## config.mk

```make
export PLATFORM = sky130hd
export DESIGN_NAME = aebb_fifo
export DESIGN_NICKNAME = d
export VERILOG_FILES = /design/src/design/aebb_pkg.sv /design/src/design/aebb_fifo.sv
export SDC_FILE = /design/constraint.sdc
export NUM_CORES = 1
export LEC_CHECK = 0
export ABC_AREA = 1
export BUFFER_PORTS_ARGS = -buffer_cell sky130_fd_sc_hd__buf_2
export CORE_ASPECT_RATIO = 0.7
export CORE_MARGIN = 5
export CORE_UTILIZATION = 52
export DETAILED_ROUTE_END_ITERATION = 8
export GPL_TIMING_DRIVEN = 0
export PLACE_DENSITY = 0.82
export SLEW_MARGIN = 20
export SYNTH_ARGS = -nofsm -noshare
export SYNTH_HDL_FRONTEND = slang
export SYNTH_SLANG_ARGS = --single-unit
```

## constraint.sdc

```tcl
create_clock -name i_clk -period 4.27 [get_ports i_clk]
set_input_delay 0.427 -clock i_clk [delete_from_list [all_inputs] [get_ports i_clk]]
set_output_delay 0.427 -clock i_clk [all_outputs]
set_load 0.01 [all_outputs]
```

## src/design/aebb_pkg.sv

```systemverilog
// ----------------------------------------------------------------------------
// Area-effect bounding box package
// Shape codes, the item record passed from front to back, the quarter-wave
// sine table and the heading lookup.
// ----------------------------------------------------------------------------
`default_nettype none

package aebb_pkg;

    // quarter-wave table
    localparam int SINE_TABLE_DEPTH = 256;
    localparam int SINE_W           = 15;
    localparam int TAB_IDX_W        = $clog2(SINE_TABLE_DEPTH + 1);
    localparam int LUT_PROD_W       = 14 + TAB_IDX_W;

    // item field widths
    localparam int SIZE_W = 20;
    localparam int POS_W  = 24;
    localparam int HALF_W = 21;
    localparam int HEAD_W = 16;
    localparam int MUL_W  = SIZE_W + SINE_W;
    localparam int OFF_W  = MUL_W + 2 - 16;

    // queue between front and back
    localparam int QUEUE_DEPTH = 4;
    localparam int QPTR_W      = $clog2(QUEUE_DEPTH);
    localparam int QCNT_W      = $clog2(QUEUE_DEPTH + 1);

    // shape codes as they arrive
    localparam logic [2:0] SHAPE_CIRCLE = 3'd0;
    localparam logic [2:0] SHAPE_RECT   = 3'd1;
    localparam logic [2:0] SHAPE_SECTOR = 3'd2;
    localparam logic [2:0] SHAPE_PROJ   = 3'd3;

    localparam logic [63:0] HALF_PI_Q30 = 64'd1686629713;

    typedef enum logic [2:0] {
        KIND_CIRCLE,
        KIND_RECT,
        KIND_SECTOR,
        KIND_PROJ,
        KIND_NONE
    } t_kind;

    typedef struct packed {
        logic [SINE_W-1:0] mag;
        logic              neg;
    } t_trig;

    typedef struct packed {
        t_kind                    kind;
        logic [SIZE_W-1:0]        rad;
        logic [SIZE_W-1:0]        wid;
        logic [SIZE_W-1:0]        hgt;
        logic [SIZE_W-1:0]        rch;
        logic signed [POS_W-1:0]  ox;
        logic signed [POS_W-1:0]  oy;
        t_trig                    sin_v;
        t_trig                    cos_v;
    } t_job;

    typedef logic [SINE_W-1:0] t_sine_tab [0:SINE_TABLE_DEPTH];

    // Taylor series of sin in Q2.30, eight terms, scaled to unsigned Q0.15
    function automatic t_sine_tab build_sine_tab();
        t_sine_tab   tab;
        logic [63:0] x;
        logic [63:0] x2;
        logic [63:0] term;
        logic [63:0] ent;
        longint      sum;
        for (int i = 0; i <= SINE_TABLE_DEPTH; i++) begin
            x    = (HALF_PI_Q30 * 64'(i)) / 64'(SINE_TABLE_DEPTH);
            x2   = (x * x) >> 30;
            term = x;
            sum  = longint'(x);
            term = ((term * x2) >> 30) / 64'd6;
            sum  = sum - longint'(term);
            term = ((term * x2) >> 30) / 64'd20;
            sum  = sum + longint'(term);
            term = ((term * x2) >> 30) / 64'd42;
            sum  = sum - longint'(term);
            term = ((term * x2) >> 30) / 64'd72;
            sum  = sum + longint'(term);
            term = ((term * x2) >> 30) / 64'd110;
            sum  = sum - longint'(term);
            term = ((term * x2) >> 30) / 64'd156;
            sum  = sum + longint'(term);
            term = ((term * x2) >> 30) / 64'd210;
            sum  = sum - longint'(term);
            if (sum < 0) begin
                sum = 0;
            end
            ent = (64'(sum) * 64'd32767 + 64'd536870912) >> 30;
            if (ent > 64'd32767) begin
                ent = 64'd32767;
            end
            tab[i] = ent[SINE_W-1:0];
        end
        return tab;
    endfunction

    localparam t_sine_tab SINE_TAB = build_sine_tab();

    // sine of a binary angle: magnitude from the table, sign from the half turn
    function automatic t_trig trig_lookup(input logic [HEAD_W-1:0] h);
        logic [LUT_PROD_W-1:0] prod;
        logic [TAB_IDX_W-1:0]  idx;
        logic [TAB_IDX_W-1:0]  addr;
        t_trig                 r;
        prod  = LUT_PROD_W'(h[13:0]) * LUT_PROD_W'(SINE_TABLE_DEPTH);
        idx   = prod[LUT_PROD_W-1:14];
        addr  = h[14] ? (TAB_IDX_W'(SINE_TABLE_DEPTH) - idx) : idx;
        r.mag = SINE_TAB[addr];
        r.neg = h[15];
        return r;
    endfunction

endpackage

`default_nettype wire

```

## src/design/aebb_fifo.sv

```systemverilog
// ----------------------------------------------------------------------------
// Area-effect bounding box queue
// Short first-in first-out queue of classified items between front and back.
// ----------------------------------------------------------------------------
`default_nettype none

module aebb_fifo import aebb_pkg::*; (
    input  wire logic  i_clk,
    input  wire logic  i_rst_n,
    input  wire logic  i_push,
    input  wire t_job  i_data,
    output logic       o_full,
    output logic       o_valid,
    input  wire logic  i_pop,
    output t_job       o_data
);

    t_job              r_mem [0:QUEUE_DEPTH-1];
    logic [QPTR_W-1:0] r_wr;
    logic [QPTR_W-1:0] r_rd;
    logic [QCNT_W-1:0] r_count;

    assign o_full  = (r_count == QCNT_W'(QUEUE_DEPTH));
    assign o_valid = (r_count != '0);
    assign o_data  = r_mem[r_rd];

    always_ff @(posedge i_clk) begin
        if (!i_rst_n) begin
            r_wr    <= '0;
            r_rd    <= '0;
            r_count <= '0;
        end else begin
            if (i_push) begin
                r_wr <= (r_wr == QPTR_W'(QUEUE_DEPTH - 1)) ? '0 : r_wr + QPTR_W'(1);
            end
            if (i_pop) begin
                r_rd <= (r_rd == QPTR_W'(QUEUE_DEPTH - 1)) ? '0 : r_rd + QPTR_W'(1);
            end
            unique case ({i_push, i_pop})
                2'b10:   r_count <= r_count + QCNT_W'(1);
                2'b01:   r_count <= r_count - QCNT_W'(1);
                default: r_count <= r_count;
            endcase
        end
    end

    always_ff @(posedge i_clk) begin
        if (i_push) begin
            r_mem[r_wr] <= i_data;
        end
    end

    a_no_overflow: assert property (@(posedge i_clk) disable iff (!i_rst_n)
        i_push |-> !o_full)
        else $error("queue written while full");

    a_no_underflow: assert property (@(posedge i_clk) disable iff (!i_rst_n)
        i_pop |-> o_valid)
        else $error("queue read while empty");

    a_count_up: assert property (@(posedge i_clk) disable iff (!i_rst_n)
        (i_push && !i_pop) |=> (r_count == $past(r_count) + QCNT_W'(1)))
        else $error("queue count lost a write");

    a_count_bound: assert property (@(posedge i_clk) disable iff (!i_rst_n)
        r_count <= QCNT_W'(QUEUE_DEPTH))
        else $error("queue count beyond depth");

endmodule

`default_nettype wire

```

After elaboration in Yosys (flattened, before gate mapping):

Memory sizes are Yosys's and may differ from the RTL's. A register that Yosys moved wholly into a read port is not among the register bits.
Cells that the tools add are included.
W data, S select, Z words.

* add/subtract/negate cells: 4
* equal/unequal tests: 5
* mux-type cells: 7
* reductions and logical operators: 2

Operators by type and width (number)
* $mux W2: 4
* $eq A2 B2 Y1 const B: 3
* $pmux W3 S2: 1
* $add A2 B1 Y2 const B: 2
* $add A3 B1 Y3 const B: 1
* $eq A3 B3 Y1 const B: 1
* $reduce_bool A3 Y1: 1
* $sub A3 B1 Y3 const B: 1
* $eq A2 B1 Y1 const B: 1
* $mux W1: 2
* $reduce_bool A2 Y1: 1

* register bits after elaboration: 7
* memory bits (writable): 652
* input bits: 167
* logic and storage cells: 22
* memories: 1

Memories
* r_mem: words 4, width 163, read ports 1, clocked after memory_dff 1, wr ports 1, RTL line aebb_fifo.sv:18 `t_job r_mem [0:QUEUE_DEPTH-1];`

Logic depth before layout (Yosys ltp):

* depth after elaboration: 4
* mapped depth: 8
* depth with buffers taken out: 8

Least setup slack after synthesis:

Ideal clock, no wire load.

* path kind: register -> register
* start point: register r_wr[0]
* end point: memory r_mem[2][0] in the netlist's numbering, enable pin
* library setup time: 0.515 ns
* arrival: 3.712 ns
* required time: 3.755 ns
* setup slack: 0.043 ns
* stages on the path, launching flop included: 5
* path through: dfxtp_1 -> inv_1 -> ha_1 -> nand2_1 -> inv_1

RTL lines
* start, declared: RTL line aebb_fifo.sv:19 `logic [QPTR_W-1:0] r_wr;`
* start signal, assigned: RTL line aebb_fifo.sv:34 `r_wr <= (r_wr == QPTR_W'(QUEUE_DEPTH - 1)) ? '0 : r_wr + QPTR_W'(1);`
* end, declared: RTL line aebb_fifo.sv:18

No word-level cell before the write port.

==> results.md <==
- Routability-driven placement finished with a final weighted congestion of 0.809.
- In this run the power spent charging and discharging nets is approximately 0.0034 W.
- Synthesis produced 1637 cells.
- Pin placement for this block handled 332 I/O pins.
- The total count of hold-check failures in the final report is 0.
- The via count of the first global-routing pass is between 15000 and 20000.
- The max-capacitance violation count is 0.
- Summed over all nets, the half-perimeter wirelength after detailed placement is 38.1 mm.
- The cell with the most instances after synthesis is edfxtp_1.
- The commonest cells after synthesis are edfxtp_1, nor2_1, o21ai_0.
- STA puts the critical path data required time at 3.84 ns.
- The pre-CTS worst setup slack is 1.80 ns.
- The source-to-sink clock delay at the later pin of the worst-skew pair is 0.60 ns.
- The maximum number of pins on one net before global-route repair is 88.
- The synthesis warning total is 0.
- For this design, the slowest cell found on the critical path is buf_2.
- The share of total power in the clock network is 36.6%.
- Counting the fill cells in the layout gives 3267.
- Sequential elements use between 80 and 90% of the synthesized area.
- Summed over all layers, the global routing overflow is 0.
- After clock tree synthesis, the clock-pin slew on the worst setup and hold paths is 0.07 ns.
- The normalized max-slew margin is 51.2%.
- The die is 191 um tall.
- The number of antenna violations at the first check in global routing came to 14.
- The floorplan step defined a die boundary enclosing 0.0515 mm2.
- In this design, the critical path's most frequently occurring cell is buf_2.
- Of all nets on the critical path, the largest fanout is 10.
- The final route contains 15881 vias.
- Global routing used 5.87% of the available met3 tracks.
- Measured along the x axis, the die boundary spans 269 um.
- The final clock period utilization by the worst path is 74.5%.
- The number of H-tree levels is 2.
- After routing, the total negative slack on setup checks comes to 0 ns.
- For met2 alone, demand over resource in global routing was 37.3%.
- met2 is the most crowded layer.
- Once the clock tree was built, the setup fixing pass inserted 0 buffers.
- The number of slew-limit violations in the final report is 0.
- Compared with the post-synthesis result, the final layout area differs by 18.9%.
- Dividing the detail-routed wire length by the instance count gives 22.8 um.
- Once routing completed, OpenROAD measured the worst setup slack at 1.09 ns.
- Across the routed clock network, the largest skew measured is between 0.01 and 0.015 ns.
- Among all flip-flop cells after synthesis, the most frequent one is edfxtp_1.
- After synthesis the cells add up to 0.0244 mm2.
- The global-route total usage across every layer is 23.2%.
- The tightest hold path in the finished design has a slack of 0.0309 ns.
- In this run the mean area of a mapped cell was 14.9 um2.
- The startpoint-to-endpoint class of the critical path is reg2out.
- For the worst setup path, the data arrival time is 2.75 ns.
- The dominant delay contributor by cell family on the critical path is buffers and inverters.
- Summed over all layers, the routed wires come to slightly above 60 mm.
- The net count of the finished layout is 2217.
- After detailed routing, the number of remaining DRC violations is 0.
- Synthesis inferred 661 register bits.
- The analysis attributes to cell leakage a power of 10.1 nW.
- The cell sitting at the root of the clock tree is a clkbuf_16.
- The peak per-stage delay on the critical path is 0.44 ns.
- TritonCTS built the clock tree.
- The number of buffers between clock root and the deepest sink is 3.
- The flow ran to the end, and the final reports show no timing, DRC or antenna violations.
- Setup repair after global routing left no endpoint under its margin.
- Net switching is a little under a quarter of the power.
- The cell row count is 66.
- The count of buffer and inverter cells on the critical path is 4.
- The total area of multi-input combinational cells is 0.00411 mm2.
- The starting DRC count in detailed routing is 1674.
- The number of routed nets with antenna violations is 0.
- The critical path goes through clkinv_1 -> buf_2 -> clkbuf_1 -> o21ai_0 -> o22ai_1 -> buf_2.
- The distinct cell type count of the synthesized netlist is 20.
- The synthesized net count is about 1800.
- In this run the cell area measured after placement is 0.0270 mm2.
- The sequential share of power is 52.7%.
- The min-delay analysis places its worst path in the category in2reg.
- STA classifies the critical path endpoint as an output pin.
- The internal power of the cells totals approximately 0.011 W.
- The first detailed-routing pass ran for 5 iterations.
- The clock net in this run drives a total of between 600 and 700 sinks.
- In the post-synthesis netlist, the biggest area contributors are edfxtp_1, o21ai_0, nor2_1.
- The number of instances resized during post-cts repair is 0.
- Derived from the worst setup path, the maximum achievable clock frequency is 0.315 GHz.
- The first global-routing pass estimated between 90 and 100 mm of wire.
- The finished cells cover 0.0291 mm2.
- Registers take 0.0198 mm2.
- Once the floorplan was initialized, standard cells occupied 52.6% of the core.
- The library cell occupying the most area in the post-synthesis netlist is edfxtp_1.
- The core region is around 0.046 mm2.
- The portion of synthesized cell area occupied by the leading cell type is 80.1%.
- The maximum VDD drop is 0.365 mV.
- The via-per-instance ratio is 5.86.
- The global-route track usage on met1 is 32.0%.
- The number of enable-type register cells in the synthesized netlist is 652.
- Setup violations remaining at the end of the flow were counted as 0.
- The worst path needs 3.18 ns of the cycle, external delays included.
- The count of buffers added on input and output ports is 331.
- The async set-reset flop share out of synthesis is 0%.
- The areal power density over the cells is 492 mW/mm2.
- The kind of start point of the critical path is a flop.
- For the pin with the worst max-slew slack, the measured transition is 0.733 ns.
- The number of clock buffers added by TritonCTS is 57.
- The combinational group share of total power is 10.7%.
- Of the cells placed in the final design, the portion with a size suffix greater than 1 is 22.1%.
[per-layer routing]
layer | vias to the layer above | share of wire [%]
met5 | - | 0.16
li1 | 7035 | -
met4 | 16 | 2.6
met2 | 876 | 48
met3 | 142 | 9.9
met1 | 7812 | 40
[registers in the layout, summed over array words and instances, names as in the netlist, named ones only]
signal	cells
r_mem	652
r_count	3
r_rd	2
r_wr	2
[final timing paths]
kind | start | to | slack, ns | cells after the start
min reg2reg | r_count[2]$_SDFFE_PN0P_ | r_count[2]$_SDFFE_PN0P_ | 0.53 | 2
max | flop | o_data[129] | 1.09 | 6
min | i_data[10] | r_mem[3][10]$_DFFE_PP_ | 0.03 | 1
max reg2reg | r_wr[0]$_SDFFE_PN0P_ | r_mem[3][65]$_DFFE_PP_ | 2.10 | 5
[cells in the final DEF (no fill, tap or decap), drive strengths merged]
| master | instances |
|---|---|
| a21oi | 2 |
| buf | 372 |
| bufinv | 7 |
| clkbuf | 141 |
| clkinv | 27 |
| clkinvlp | 1 |
| dfxtp | 9 |
| diode | 7 |
| dlygate4sd3 | 11 |
| edfxtp | 652 |
| fa | 1 |
| ha | 6 |
| inv | 15 |
| nand2 | 11 |
| nand4 | 1 |
| nor2 | 337 |
| nor3 | 2 |
| o21ai | 329 |
| o22ai | 163 |
| xnor2 | 1 |
| xor2 | 1 |
[cell type report]
cell class                 instances  share of cell area, %
antenna                            7                 0.0603
buffer                           107                   1.80
clock buffer                      70                   5.32
clock inverter                    35                   1.21
inverter                          15                  0.297
multi-input combinational        854                   14.1
sequential                       661                   68.0
tap                              612                   2.63
timing repair buffer             347                   6.55
[timing repair]
action	in CTS	in global routing
setup endpoints to repair	0	0
hold endpoints to repair	25	0
hold buffers	11	0
[cell families (layout without fill, tap and decap cells)]
logic type / count (synthesis) / after routing / synth area share (%)
other cells: 0 / 7 / 0
buf+inv: 122 / 574 / 2.37
simple gates: 351 / 351 / 5.41
xor+xnor: 2 / 2 / 0.0717
fa+ha+maj: 7 / 7 / 0.389
flops: 661 / 661 / 80.8
compound gates: 494 / 494 / 10.9
[through the flow]
stage	utilization [%]	std cells	power (W)
after floorplan	-	1637	0.00846
after global placement	57.8	2580	0.00918
after detailed placement	58.2	2585	0.00918
after CTS	62.5	2701	0.0144
after global routing	62.5	2704	0.0148
final	62.5	2708	0.0143
[power by group through the flow]
stage / clock network, W / logic [W] / registers, W
6_report: 0.00524 / 0.00153 / 0.00754
4_1_cts: 0.00531 / 0.00153 / 0.00754
2_1_floorplan: 0 / 0.000763 / 0.00770
3_3_place_gp: 0 / 0.00144 / 0.00774
5_1_grt: 0.00559 / 0.00165 / 0.00755
3_5_place_dp: 0 / 0.00151 / 0.00767
No activity file was read; power rests on OpenSTA's default activity.
